[config.mk]
export PLATFORM = sky130hd
export DESIGN_NAME = arp_responder_packet_reflector_flat
export DESIGN_NICKNAME = d
export VERILOG_FILES = /design/src/rtl/arpr_pkg.sv /design/src/rtl/arpr_in_if.sv /design/src/rtl/arpr_out_if.sv /design/src/rtl/arp_responder_packet_reflector.sv /design/src/rtl/arpr_ram.sv /design/src/rtl/arpr_classify.sv /design/src/rtl/arpr_rewrite.sv /design/src/flat_wrapper.sv
export SDC_FILE = /design/constraint.sdc
export NUM_CORES = 2
export LEC_CHECK = 0
export BUFFER_PORTS_ARGS = -buffer_cell sky130_fd_sc_hd__buf_2
export CORE_UTILIZATION = 44
export DETAILED_ROUTE_END_ITERATION = 10
export PLACE_DENSITY_LB_ADDON = 0.05
export SLEW_MARGIN = 20
export SYNTH_ARGS = -nofsm -noshare
export SYNTH_HDL_FRONTEND = slang
export SYNTH_HIERARCHICAL = 1
export SYNTH_SLANG_ARGS = --single-unit
[constraint.sdc]
create_clock -name i_clk -period 30.8 [get_ports i_clk]
set_clock_uncertainty 0.1 [all_clocks]
set_input_delay 6.16 -clock i_clk [delete_from_list [all_inputs] [get_ports i_clk]]
set_output_delay 6.16 -clock i_clk [all_outputs]
set_load 0.01 [all_outputs]
[src/rtl/arpr_pkg.sv]
`default_nettype none
package arpr_pkg;

    localparam int RING_DEPTH = 64;
    localparam int RING_AW    = 6;
    localparam int HDR_BYTES  = 42;

    localparam logic [2:0] CLS_NONE = 3'd0;
    localparam logic [2:0] CLS_DROP = 3'd1;
    localparam logic [2:0] CLS_ARP  = 3'd2;
    localparam logic [2:0] CLS_PASS = 3'd3;
    localparam logic [2:0] CLS_ETH  = 3'd4;
    localparam logic [2:0] CLS_IP   = 3'd5;
    localparam logic [2:0] CLS_UDP  = 3'd6;

    localparam logic CFG_OWN_IP  = 1'b0;
    localparam logic CFG_OWN_MAC = 1'b1;

    localparam logic [31:0] OWN_IP_RESET = 32'hC0A8_0302;

    typedef logic [HDR_BYTES-1:0][7:0] t_hdr;

    typedef struct packed {
        logic [5:0] pos;
        logic       rw;
        logic       last;
        logic [2:0] cls;
        logic [3:0] port;
    } t_meta;

endpackage
`default_nettype wire

[src/rtl/arpr_in_if.sv]
`default_nettype none
interface arpr_in_if;
    logic       valid;
    logic       ready;
    logic [7:0] data_byte;
    logic       last_byte;
    logic [3:0] ingress_port;

    modport source (output valid, data_byte, last_byte, ingress_port, input ready);
    modport sink   (input valid, data_byte, last_byte, ingress_port, output ready);
endinterface
`default_nettype wire

[src/rtl/arpr_out_if.sv]
`default_nettype none
interface arpr_out_if;
    logic       valid;
    logic       ready;
    logic [7:0] out_byte;
    logic       out_last;
    logic       drop_frame;
    logic [3:0] egress_port;

    modport source (output valid, out_byte, out_last, drop_frame, egress_port, input ready);
    modport sink   (input valid, out_byte, out_last, drop_frame, egress_port, output ready);
endinterface
`default_nettype wire

[src/rtl/arp_responder_packet_reflector.sv]
// ARP responder and frame reflector.
// i_in carries one frame word per accepted cycle (data, last flag, ingress
// port); o_out carries the rewritten frame words in original order with the
// drop flag and the egress port, which is the ingress port. Handshake on both
// channels is valid/ready. Configuration (own IP, own MAC) goes in on the
// write port and must only change while no frame is in flight.
// The first HOLD_BYTES words of a frame sit in a 64-entry ring RAM until the
// frame is classified; from then on one word leaves for every word that
// enters, passing through the RAM read register and then the output register.
// On the last word intake stops while the ring drains its held words, one word
// per cycle while the output is not stalled, and once the ring is empty the
// positions are cleared for the next frame.
// The single RAM read port sets that flush rate.
// A stalled receiver holds the output register and the word behind it, and
// intake stops until the pipeline moves again.
// Reset clears positions, class and the output valid; ring contents need no
// clearing, only words of the current frame are read back.
`default_nettype none
module arp_responder_packet_reflector
    import arpr_pkg::*;
#(
    parameter int HOLD_BYTES = 64
) (
    input  wire logic  i_clk,
    input  wire logic  i_rst_n,
    arpr_in_if.sink    i_in,
    arpr_out_if.source o_out,
    input  wire logic        i_cfg_we,
    input  wire logic        i_cfg_idx,
    input  wire logic [47:0] i_cfg_data
);
    localparam logic [6:0] HOLD7 = 7'(HOLD_BYTES);

    logic [31:0] r_own_ip;
    logic [47:0] r_own_mac;
    logic [6:0]  r_seen;
    logic [6:0]  r_sent;
    logic [2:0]  r_cls;
    logic [3:0]  r_port;
    logic        r_hdr_done;
    logic        r_flush;
    t_hdr        r_hdr;
    t_hdr        n_hdr;
    logic        r_b_vld;
    t_meta       r_b_meta;
    logic        r_o_vld;
    logic [7:0]  r_o_byte;
    logic        r_o_last;
    logic        r_o_drop;
    logic [3:0]  r_o_port;

    logic        in_acc;
    logic        b_move;
    logic        can_issue;
    logic [6:0]  seen_nx;
    logic [7:0]  len;
    logic [2:0]  cls_calc;
    logic [2:0]  cls_step;
    logic [3:0]  port_now;
    logic        step_emit;
    logic        flush_issue;
    logic        flush_done;
    logic        issue;
    t_meta       meta;
    logic [7:0]  ram_rdata;
    logic [7:0]  rw_byte;

    assign b_move    = r_b_vld && (!r_o_vld || o_out.ready);
    assign can_issue = !r_b_vld || b_move;
    assign i_in.ready = !r_flush && can_issue;
    assign in_acc    = i_in.valid && i_in.ready;

    assign seen_nx  = r_seen + 7'd1;
    assign len      = {1'b0, r_seen} + 8'd1;
    assign port_now = (r_seen == 7'd0) ? i_in.ingress_port : r_port;

    // capture header words while the frame is still unclassified
    always_comb begin
        for (int k = 0; k < HDR_BYTES; k++) begin
            n_hdr[k] = (r_cls == CLS_NONE && r_seen == 7'(k)) ? i_in.data_byte : r_hdr[k];
        end
    end

    arpr_classify u_classify (
        .i_hdr    (n_hdr),
        .i_len    (len),
        .i_own_ip (r_own_ip),
        .o_cls    (cls_calc)
    );

    assign cls_step = (r_cls == CLS_NONE && (i_in.last_byte || seen_nx == HOLD7)) ?
                      cls_calc : r_cls;
    assign step_emit = in_acc && !i_in.last_byte && cls_step != CLS_NONE &&
                       (7'(seen_nx - r_sent) >= HOLD7);
    assign flush_issue = r_flush && can_issue && (r_sent != r_seen);
    assign flush_done  = r_flush && (r_sent == r_seen);
    assign issue       = step_emit || flush_issue;

    always_comb begin
        meta.pos  = r_sent[5:0];
        meta.rw   = !r_hdr_done && r_sent < 7'd42;
        meta.last = r_flush && (7'(r_sent + 7'd1) == r_seen);
        meta.cls  = r_flush ? r_cls : cls_step;
        meta.port = r_flush ? r_port : port_now;
    end

    arpr_ram #(
        .WIDTH (8),
        .DEPTH (RING_DEPTH)
    ) u_ring (
        .i_clk   (i_clk),
        .i_we    (in_acc),
        .i_waddr (r_seen[RING_AW-1:0]),
        .i_wdata (i_in.data_byte),
        .i_re    (issue),
        .i_raddr (r_sent[RING_AW-1:0]),
        .o_rdata (ram_rdata)
    );

    arpr_rewrite u_rewrite (
        .i_byte    (ram_rdata),
        .i_meta    (r_b_meta),
        .i_hdr     (r_hdr),
        .i_own_ip  (r_own_ip),
        .i_own_mac (r_own_mac),
        .o_byte    (rw_byte)
    );

    always_ff @(posedge i_clk) begin
        if (!i_rst_n) begin
            r_own_ip   <= OWN_IP_RESET;
            r_own_mac  <= 48'd0;
            r_seen     <= 7'd0;
            r_sent     <= 7'd0;
            r_cls      <= CLS_NONE;
            r_port     <= 4'd0;
            r_hdr_done <= 1'b0;
            r_flush    <= 1'b0;
            r_b_vld    <= 1'b0;
            r_o_vld    <= 1'b0;
        end else begin
            if (i_cfg_we) begin
                case (i_cfg_idx)
                    CFG_OWN_IP:  r_own_ip  <= i_cfg_data[31:0];
                    CFG_OWN_MAC: r_own_mac <= i_cfg_data;
                    default:     r_own_ip  <= r_own_ip;
                endcase
            end
            if (in_acc) begin
                r_seen  <= seen_nx;
                r_cls   <= cls_step;
                r_port  <= port_now;
                r_flush <= i_in.last_byte;
            end
            if (issue) begin
                r_sent <= r_sent + 7'd1;
                if (r_sent == 7'd41) begin
                    r_hdr_done <= 1'b1;
                end
            end
            // drained: start the next frame from a clean position
            if (flush_done) begin
                r_seen     <= 7'd0;
                r_sent     <= 7'd0;
                r_cls      <= CLS_NONE;
                r_hdr_done <= 1'b0;
                r_flush    <= 1'b0;
            end
            if (issue) begin
                r_b_vld <= 1'b1;
            end else if (b_move) begin
                r_b_vld <= 1'b0;
            end
            if (b_move) begin
                r_o_vld <= 1'b1;
            end else if (o_out.ready) begin
                r_o_vld <= 1'b0;
            end
        end
    end

    always_ff @(posedge i_clk) begin
        if (in_acc) begin
            r_hdr <= n_hdr;
        end
        if (issue) begin
            r_b_meta <= meta;
        end
        if (b_move) begin
            r_o_byte <= rw_byte;
            r_o_last <= r_b_meta.last;
            r_o_drop <= (r_b_meta.cls == CLS_DROP);
            r_o_port <= r_b_meta.port;
        end
    end

    assign o_out.valid       = r_o_vld;
    assign o_out.out_byte    = r_o_byte;
    assign o_out.out_last    = r_o_last;
    assign o_out.drop_frame  = r_o_drop;
    assign o_out.egress_port = r_o_port;
endmodule
`default_nettype wire

[src/rtl/arpr_ram.sv]
`default_nettype none
module arpr_ram #(
    parameter int WIDTH = 8,
    parameter int DEPTH = 64
) (
    input  wire logic                     i_clk,
    input  wire logic                     i_we,
    input  wire logic [$clog2(DEPTH)-1:0] i_waddr,
    input  wire logic [WIDTH-1:0]         i_wdata,
    input  wire logic                     i_re,
    input  wire logic [$clog2(DEPTH)-1:0] i_raddr,
    output logic      [WIDTH-1:0]         o_rdata
);
    logic [WIDTH-1:0] r_mem [DEPTH];

    always_ff @(posedge i_clk) begin
        if (i_we) begin
            r_mem[i_waddr] <= i_wdata;
        end
        if (i_re) begin
            o_rdata <= r_mem[i_raddr];
        end
    end
endmodule
`default_nettype wire

[src/rtl/arpr_classify.sv]
`default_nettype none
module arpr_classify
    import arpr_pkg::*;
(
    input  wire t_hdr        i_hdr,
    input  wire logic [7:0]  i_len,
    input  wire logic [31:0] i_own_ip,
    output logic      [2:0]  o_cls
);
    logic [15:0] etype;
    logic        has_type;

    assign etype    = {i_hdr[12], i_hdr[13]};
    assign has_type = (i_len >= 8'd14);

    always_comb begin
        if (has_type && etype == 16'h0806) begin
            if (i_len < 8'd42 || {i_hdr[20], i_hdr[21]} != 16'd1 ||
                {i_hdr[38], i_hdr[39], i_hdr[40], i_hdr[41]} != i_own_ip) begin
                o_cls = CLS_DROP;
            end else begin
                o_cls = CLS_ARP;
            end
        end else if (i_len < 8'd12) begin
            o_cls = CLS_PASS;
        end else if (has_type && etype == 16'h0800 && i_len >= 8'd34 &&
                     i_hdr[14][7:4] == 4'd4) begin
            o_cls = (i_hdr[23] == 8'd17 && i_len >= 8'd38) ? CLS_UDP : CLS_IP;
        end else begin
            o_cls = CLS_ETH;
        end
    end
endmodule
`default_nettype wire

[src/rtl/arpr_rewrite.sv]
`default_nettype none
module arpr_rewrite
    import arpr_pkg::*;
(
    input  wire logic [7:0]  i_byte,
    input  wire t_meta       i_meta,
    input  wire t_hdr        i_hdr,
    input  wire logic [31:0] i_own_ip,
    input  wire logic [47:0] i_own_mac,
    output logic      [7:0]  o_byte
);
    logic [5:0] pos;
    logic [5:0] mac_k;
    logic [5:0] ip_k;

    assign pos = i_meta.pos;

    always_comb begin
        o_byte = i_byte;
        mac_k  = 6'd0;
        ip_k   = 6'd0;
        if (i_meta.rw) begin
            case (i_meta.cls)
                CLS_ARP: begin
                    if (pos < 6'd6) begin
                        o_byte = i_hdr[pos + 6'd6];
                    end else if (pos < 6'd12) begin
                        mac_k  = pos - 6'd6;
                        o_byte = i_own_mac[6'd47 - {mac_k[2:0], 3'b000} -: 8];
                    end else if (pos == 6'd20) begin
                        o_byte = 8'd0;
                    end else if (pos == 6'd21) begin
                        o_byte = 8'd2;
                    end else if (pos >= 6'd22 && pos < 6'd28) begin
                        mac_k  = pos - 6'd22;
                        o_byte = i_own_mac[6'd47 - {mac_k[2:0], 3'b000} -: 8];
                    end else if (pos >= 6'd28 && pos < 6'd32) begin
                        ip_k   = pos - 6'd28;
                        o_byte = i_own_ip[5'd31 - {ip_k[1:0], 3'b000} -: 8];
                    end else if (pos >= 6'd32) begin
                        // sender fields of the request become the target
                        o_byte = i_hdr[pos - 6'd10];
                    end
                end
                CLS_ETH, CLS_IP, CLS_UDP: begin
                    if (pos < 6'd6) begin
                        o_byte = i_hdr[pos + 6'd6];
                    end else if (pos < 6'd12) begin
                        o_byte = i_hdr[pos - 6'd6];
                    end else if (i_meta.cls != CLS_ETH && pos >= 6'd26 && pos < 6'd30) begin
                        o_byte = i_hdr[pos + 6'd4];
                    end else if (i_meta.cls != CLS_ETH && pos >= 6'd30 && pos < 6'd34) begin
                        o_byte = i_hdr[pos - 6'd4];
                    end else if (i_meta.cls == CLS_UDP && pos >= 6'd34 && pos < 6'd36) begin
                        o_byte = i_hdr[pos + 6'd2];
                    end else if (i_meta.cls == CLS_UDP && pos >= 6'd36 && pos < 6'd38) begin
                        o_byte = i_hdr[pos - 6'd2];
                    end
                end
                default: begin
                    o_byte = i_byte;
                end
            endcase
        end
    end
endmodule
`default_nettype wire
[src/flat_wrapper.sv]
// flat-port wrapper written by rule: the top's interface ports become plain ports
module arp_responder_packet_reflector_flat import arpr_pkg::*;
#(
    parameter int HOLD_BYTES = 64
)
  (i_clk, i_rst_n, i_cfg_we, i_cfg_idx, i_cfg_data, i_in_valid, i_in_data_byte, i_in_last_byte, i_in_ingress_port, i_in_ready, o_out_valid, o_out_out_byte, o_out_out_last, o_out_drop_frame, o_out_egress_port, o_out_ready);
  arpr_in_if i_in_i ();
  arpr_out_if o_out_i ();
  input  wire logic i_clk;
  input  wire logic i_rst_n;
  input  wire logic i_cfg_we;
  input  wire logic i_cfg_idx;
  input  wire logic [47:0] i_cfg_data;
  input wire logic [$bits(i_in_i.valid)-1:0] i_in_valid;
  input wire logic [$bits(i_in_i.data_byte)-1:0] i_in_data_byte;
  input wire logic [$bits(i_in_i.last_byte)-1:0] i_in_last_byte;
  input wire logic [$bits(i_in_i.ingress_port)-1:0] i_in_ingress_port;
  output wire logic [$bits(i_in_i.ready)-1:0] i_in_ready;
  output wire logic [$bits(o_out_i.valid)-1:0] o_out_valid;
  output wire logic [$bits(o_out_i.out_byte)-1:0] o_out_out_byte;
  output wire logic [$bits(o_out_i.out_last)-1:0] o_out_out_last;
  output wire logic [$bits(o_out_i.drop_frame)-1:0] o_out_drop_frame;
  output wire logic [$bits(o_out_i.egress_port)-1:0] o_out_egress_port;
  input wire logic [$bits(o_out_i.ready)-1:0] o_out_ready;
  assign i_in_i.valid = i_in_valid;
  assign i_in_i.data_byte = i_in_data_byte;
  assign i_in_i.last_byte = i_in_last_byte;
  assign i_in_i.ingress_port = i_in_ingress_port;
  assign i_in_ready = i_in_i.ready;
  assign o_out_valid = o_out_i.valid;
  assign o_out_out_byte = o_out_i.out_byte;
  assign o_out_out_last = o_out_i.out_last;
  assign o_out_drop_frame = o_out_i.drop_frame;
  assign o_out_egress_port = o_out_i.egress_port;
  assign o_out_i.ready = o_out_ready;
  arp_responder_packet_reflector #(.HOLD_BYTES(HOLD_BYTES)) u_core (.i_clk(i_clk), .i_rst_n(i_rst_n), .i_in(i_in_i), .o_out(o_out_i), .i_cfg_we(i_cfg_we), .i_cfg_idx(i_cfg_idx), .i_cfg_data(i_cfg_data));
endmodule
== Word level (Yosys, flattened, before mapping) ==
Memories as Yosys holds them, arrays and structs flattened. A register that Yosys moved wholly into a read port is not among the register bits.
Cells that the tools add are included.
Widths: inputs -> output; s select.
Storage, ports and cells
  bits of input ports: 67
  word-level logic and storage cells: 350
  bits in registers: 470
  RAM bits: 512
  memories kept: 1
  output and inout bits: 16
Cells by class
  muxes and demuxes: 54
  order comparisons: 29
  shift-type cells: 3
  reductions and logical operators: 123
  bitwise gates (word level): 2
  add/sub/neg operators: 16
  equality and inequality tests: 60
Memories
  u_core.u_ring.r_mem: words 64, width 8, rd ports 1, clocked after memory_dff 1, wr ports 1, RTL line arpr_ram.sv:14  | logic [WIDTH-1:0] r_mem [DEPTH];
Operators by type and width (number)
  $bmux 8 s6: 7
  $mux 8: 31
  $eq 7x5->1 const B: 16
  $shiftx 55x7->8: 2
  $eq 7x6->1 const B: 11
  $reduce_and 2->1: 36
  $logic_and 1x1->1: 69
  $eq 7x4->1 const B: 8
  $lt 6x7->1 const B: 7
  $shiftx 39x6->8: 1
  $eq 16x12->1 const B: 2
  $ne 32x32->1: 1
  $eq 7x3->1 const B: 4
  $ge 6x5->1 const B: 4
  $lt 6x6->1 const B: 4
  $ge 6x6->1 const B: 3
  $ge 8x6->1 const B: 2
  $ne 16x1->1 const B: 1
  $pmux 8 s2: 1
  $add 7x1->7 const B: 2
  $eq 7x2->1 const B: 2
  $eq 7x7->1: 2
  $add 6x3->6 const B: 2
  $eq 6x5->1 const B: 2
  40 further kinds: 67

== Longest topological paths before layout ==
  depth in word-level cells: 16
  gate-level depth with buffers: 18
  depth with buffers taken out: 15

== Modules after synthesis ==
The synthesis kept the hierarchy.
By module, submodules not included
  arpr_ram: sequential area each 15615.0 um^2, area each 20246.9 um^2, cells each 940, times used 1
  arp_responder_packet_reflector: sequential area each 13062.5 um^2, area each 20138.1 um^2, cells each 1369, times used 1
  arpr_rewrite: sequential area each 0.0 um^2, area each 9580.4 um^2, cells each 1050, times used 1
  arpr_classify: sequential area each 0.0 um^2, area each 579.3 um^2, cells each 79, times used 1

== Worst setup path after synthesis ==
No wires, ideal clock.
  path kind: input to register
  from: in o_out_ready
  to: mem u_core.u_ring.r_mem[11][0], enable pin
  data required time: 30.314 ns
  path buffers: 0
  setup time: 0.386 ns
  cell stages on the path: 5
  arrival: 16.067 ns
  path slack: 14.247 ns
  cells stage by stage: nand3b_1 > nand3_1 > clkinv_1 > nand3_1 > nor2_1
Between the ends
  cells in the longest elaborated chain, start to end: 7
RTL lines
  start: declaration: RTL line flat_wrapper.sv:24  | input wire logic [$bits(o_out_i.ready)-1:0] o_out_ready;
  $logic_or 1x1->1: RTL line arp_responder_packet_reflector.sv:68  | assign b_move = r_b_vld && (!r_o_vld || o_out.ready);
  $logic_and 1x1->1: RTL line arp_responder_packet_reflector.sv:68
  $logic_or 1x1->1: RTL line arp_responder_packet_reflector.sv:69  | assign can_issue = !r_b_vld || b_move;
  $logic_and 1x1->1: RTL line arp_responder_packet_reflector.sv:70  | assign i_in.ready = !r_flush && can_issue;
  $logic_and 1x1->1: RTL line arp_responder_packet_reflector.sv:71  | assign in_acc = i_in.valid && i_in.ready;
  named net u_core.in_acc: RTL line arp_responder_packet_reflector.sv:52  | logic in_acc;
  $mux 1: RTL line arpr_ram.sv:17  | if (i_we) begin
  $mux 1 (implied by the code): RTL line arpr_ram.sv:18  | r_mem[i_waddr] <= i_wdata;
  end: declaration: RTL line arpr_ram.sv:14
The timed path passes the listed nets, and every way through them passes these cells.

== Worst setup path after layout ==
  from: in o_out_ready
  to: out i_in_ready
Between the ends
  cells in the longest elaborated chain, start to end: 4
RTL lines
  $logic_or 1x1->1: RTL line arp_responder_packet_reflector.sv:68
  $logic_and 1x1->1: RTL line arp_responder_packet_reflector.sv:68
  $logic_or 1x1->1: RTL line arp_responder_packet_reflector.sv:69
  $logic_and 1x1->1: RTL line arp_responder_packet_reflector.sv:70
  end: declaration: RTL line flat_wrapper.sv:18  | output wire logic [$bits(i_in_i.ready)-1:0] i_in_ready;
No other way between the ends.

==> run_results.csv <==
group,metric,value,unit
sta,min_period_over_period,0.4222,
yosys,syn-mean-instance-area,14.70,µm²
global_routing,first_global_vias,31944,
global_routing,grt_pass1_wl,227000,µm
global_routing,grt_max_degree,165,
clock_tree,cts_made_buffers,107,
global_routing,antenna_found_initial,3,
final_layout,layout_common_cells,"edfxtp_1 (885), mux2_2 (376), nand2_1 (312), mux4_2 (294), nor2_1 (170)",
yosys,synth_warnings,6,
placed_design,portBuffers,82,
setup_path,worst_setup_path_end_kind,"primary output",
clock_tree,ctsHoldBuffers,0,
placed_design,gp_congestion,0.9377,
setup_path,critPathLaunchType,"input pin",
yosys,async_flop_share,0,
die,initial_utilization,0.4468,
sta,rsz0062_at_grt,"no",
route,vias_per_cell,6.356,
yosys,synth_top_area_cell,"edfxtp_1",
die,io_pins,83,
final_layout,fin_util,0.4949,
final_layout,area_delta_synth_final,10.76,%
route,drt-initial-drc-count,3352,
yosys,synth_edf_count,885,
route,drt_wl_total,155100,µm
yosys,synth.distinct_cells,91,
clock_tree,post_cts_buffers,0,
final_layout,layout_commonest_cell,"edfxtp_1",
sta,setup_tns,0,ps
global_routing,grt.busiest_layer,"met2",
sta,tightest_slew,1106,ps
sta,drv_slew,0,
global_routing,use_met1,0.3682,
yosys,syn_area,0.05054,mm²
final_layout,drive_above_1_share,0.2971,
die,core_area,0.1131,mm²
yosys,synth-seq-cells,990,
final_layout,nets,3534,
setup_path,critical_path_class,"input pin to primary output",
clock_tree,cts_root_buf,"clkbuf_16",
pwr,p_leak,17.92,nW
clock_tree,clk_path_buf_depth,3,
yosys,yosysTopAreaCellShare,0.5258,
yosys,synth.net_count,3526,
placed_design,dp_slack,17810,ps
route,vias,32021,
global_routing,grt_overflow,0,
pwr,total_power,3.385,mW
clock_tree,cts_resized,0,
job,max_cap_violations,0,
setup_path,worstPathRequired,24540,ps
sta,finalWorstSetupSlack,17800,ps
setup_path,critPathArrivalTime,6740,ps
clock_tree,cts_sinks,990,
yosys,yosysSeqAreaShare,0.5674,
min_path,hold_path_class,"register to register",
die,rows,123,
pwr,vdd_drop_max,50.05,µV
run_status,status,"finished clean",
clock_tree,clk_latency,710,ps
die,dieWidth,340.9,µm
sta,fmax,0.07691,GHz
pwr,power_density,60.46,mW/mm²
global_routing,grtUsageMet3,0.03877,
sta,slew-limit-headroom,0.2624,
clock_tree,tritoncts,"built",
setup_path,path_max_fanout,3,
yosys,synth.area.top_cells,"edfxtp_1 (53%), mux4_2 (13%), mux2_2 (8.4%)",
route,drc_errors,0,
final_layout,fillCellCount,9615,
global_routing,track_usage,0.2661,
route,ant_nets,0,
clock_tree,htree_levels,3,
sta,final_hold_viol_count,0,
route,first_pass_iters,6,
placed_design,hpwl,103600,µm
yosys,synthCells,3438,
route,detail_route.wl_per_cell,30.79,µm
sta,period_minus_slack,13000,ps
sta,setup_viol,0,
yosys,dominantRegCellSynth,"edfxtp_1",
die,dieArea,0.1162,mm²
die,die_y,340.9,µm
clock_tree,path_clk_slew,60,ps
global_routing,use_met2,0.4340,
## Yosys cell counts, drive strengths merged (8+ instances only)
cell type	number
a221o	12
mux2	383
xor2	24
nand4	19
mux2i	123
clkbuf	123
nand3	98
ha	21
dfxtp	105
nor4b	10
nand2	313
o21a	8
a221oi	43
nor2b	31
a22oi	18
and2	19
a22o	10
nor2	170
edfxtp	885
o21ai	46
o211ai	21
xnor2	53
buf	124
a211oi	23
mux4	294
nor4	19
nor3	26
a21boi	77
a21o	10
nand2b	21
o221ai	12
and3	19
o22ai	19
inv	15
a21oi	101
a31oi	34
## path summary, 6_finish.rpt
| kind | from | end | slack, ps | cells after the start |
|---|---|---|---|---|
| hold reg to reg | u_core/r_b_meta[1] | u_core/o_out.egress_port[1] | 320 | 0 |
| hold / removal | u_core/r_b_meta[1] | u_core/o_out.egress_port[1] | 320 | 0 |
| setup reg to reg | u_core/r_seen[2] | u_core/u_ring/o_rdata[4] | 24790 | 13 |
| setup / recovery | o_out_ready | i_in_ready | 17800 | 4 |
## report_power, final
part / internal, mW / leakage, nW / total [mW] / switching (mW)
sequential: 1.53 / 9.05 / 1.58 / 0.0475
clock: 0.799 / 1.82 / 1.36 / 0.558
combinational: 0.179 / 7.05 / 0.449 / 0.270
total: 2.51 / 17.9 / 3.38 / 0.876
## metal layers
layer,vias up,share of wire
li1,13707,-
met1,16739,0.42
met2,1321,0.48
met3,252,0.061
met4,2,0.032
met5,-,0.000084
## state kept, by name (all words and copies together) (netlist names)
| signal | cells |
|---|---|
| u_core/u_ring/r_mem | 512 |
| u_core/o_out.egress_port | 4 |
| u_core/r_hdr | 336 |
| u_core/r_own_ip | 32 |
| u_core/u_ring/o_rdata | 8 |
| u_core/r_hdr_done | 1 |
| u_core/r_cls | 3 |
| u_core/o_out.out_byte | 8 |
| u_core/r_own_mac | 48 |
| u_core/r_sent | 7 |
| u_core/o_out.valid | 1 |
| u_core/r_port | 4 |
| u_core/r_seen | 7 |
| u_core/r_b_vld | 1 |
| u_core/r_b_meta | 15 |
| u_core/r_flush | 1 |
| u_core/o_out.drop_frame | 1 |
| u_core/o_out.out_last | 1 |
## area by class of cell
class	instances	area, µm²	area share
diodes	1	2.502	0.00004470
repair buffers	146	970.9	0.01734
flip-flops and latches	990	28690	0.5125
clock buffers	136	2910	0.05199
inverters	18	75.07	0.001341
clock inverters	64	824.5	0.01473
multi-input cells	2183	20630	0.3685
well taps	1500	1877	0.03353
## critical path: stages
cell and delay [ps]:
buf_2 100, nor2b_1 220, a21oi_1 100, buf_2 160
## kinds of logic (layout without fill, tap and decap cells)
logic type | count (synthesis) | count (layout) | synth area share
AOI/OAI and AO/OA | 500 | 500 | 0.07043
other | 0 | 1 | 0
and+or+nand+nor | 785 | 785 | 0.07614
buffers and inverters | 265 | 364 | 0.02654
adders and majority gates | 21 | 21 | 0.005198
muxes | 800 | 800 | 0.2407
DFF | 990 | 990 | 0.5674
xor gates and xnor gates | 77 | 77 | 0.01364
## per-stage QoR
step	instance area, µm²	hold WS [ps]	cells
after floorplan	50540	300.3	3438
after global placement	52220	307.7	4835
after detailed placement	52240	307.5	4836
after CTS	55970	321.7	5036
after global routing	55980	322.0	5037
final	55980	319.3	5038
No activity file was read; power rests on OpenSTA's default activity.
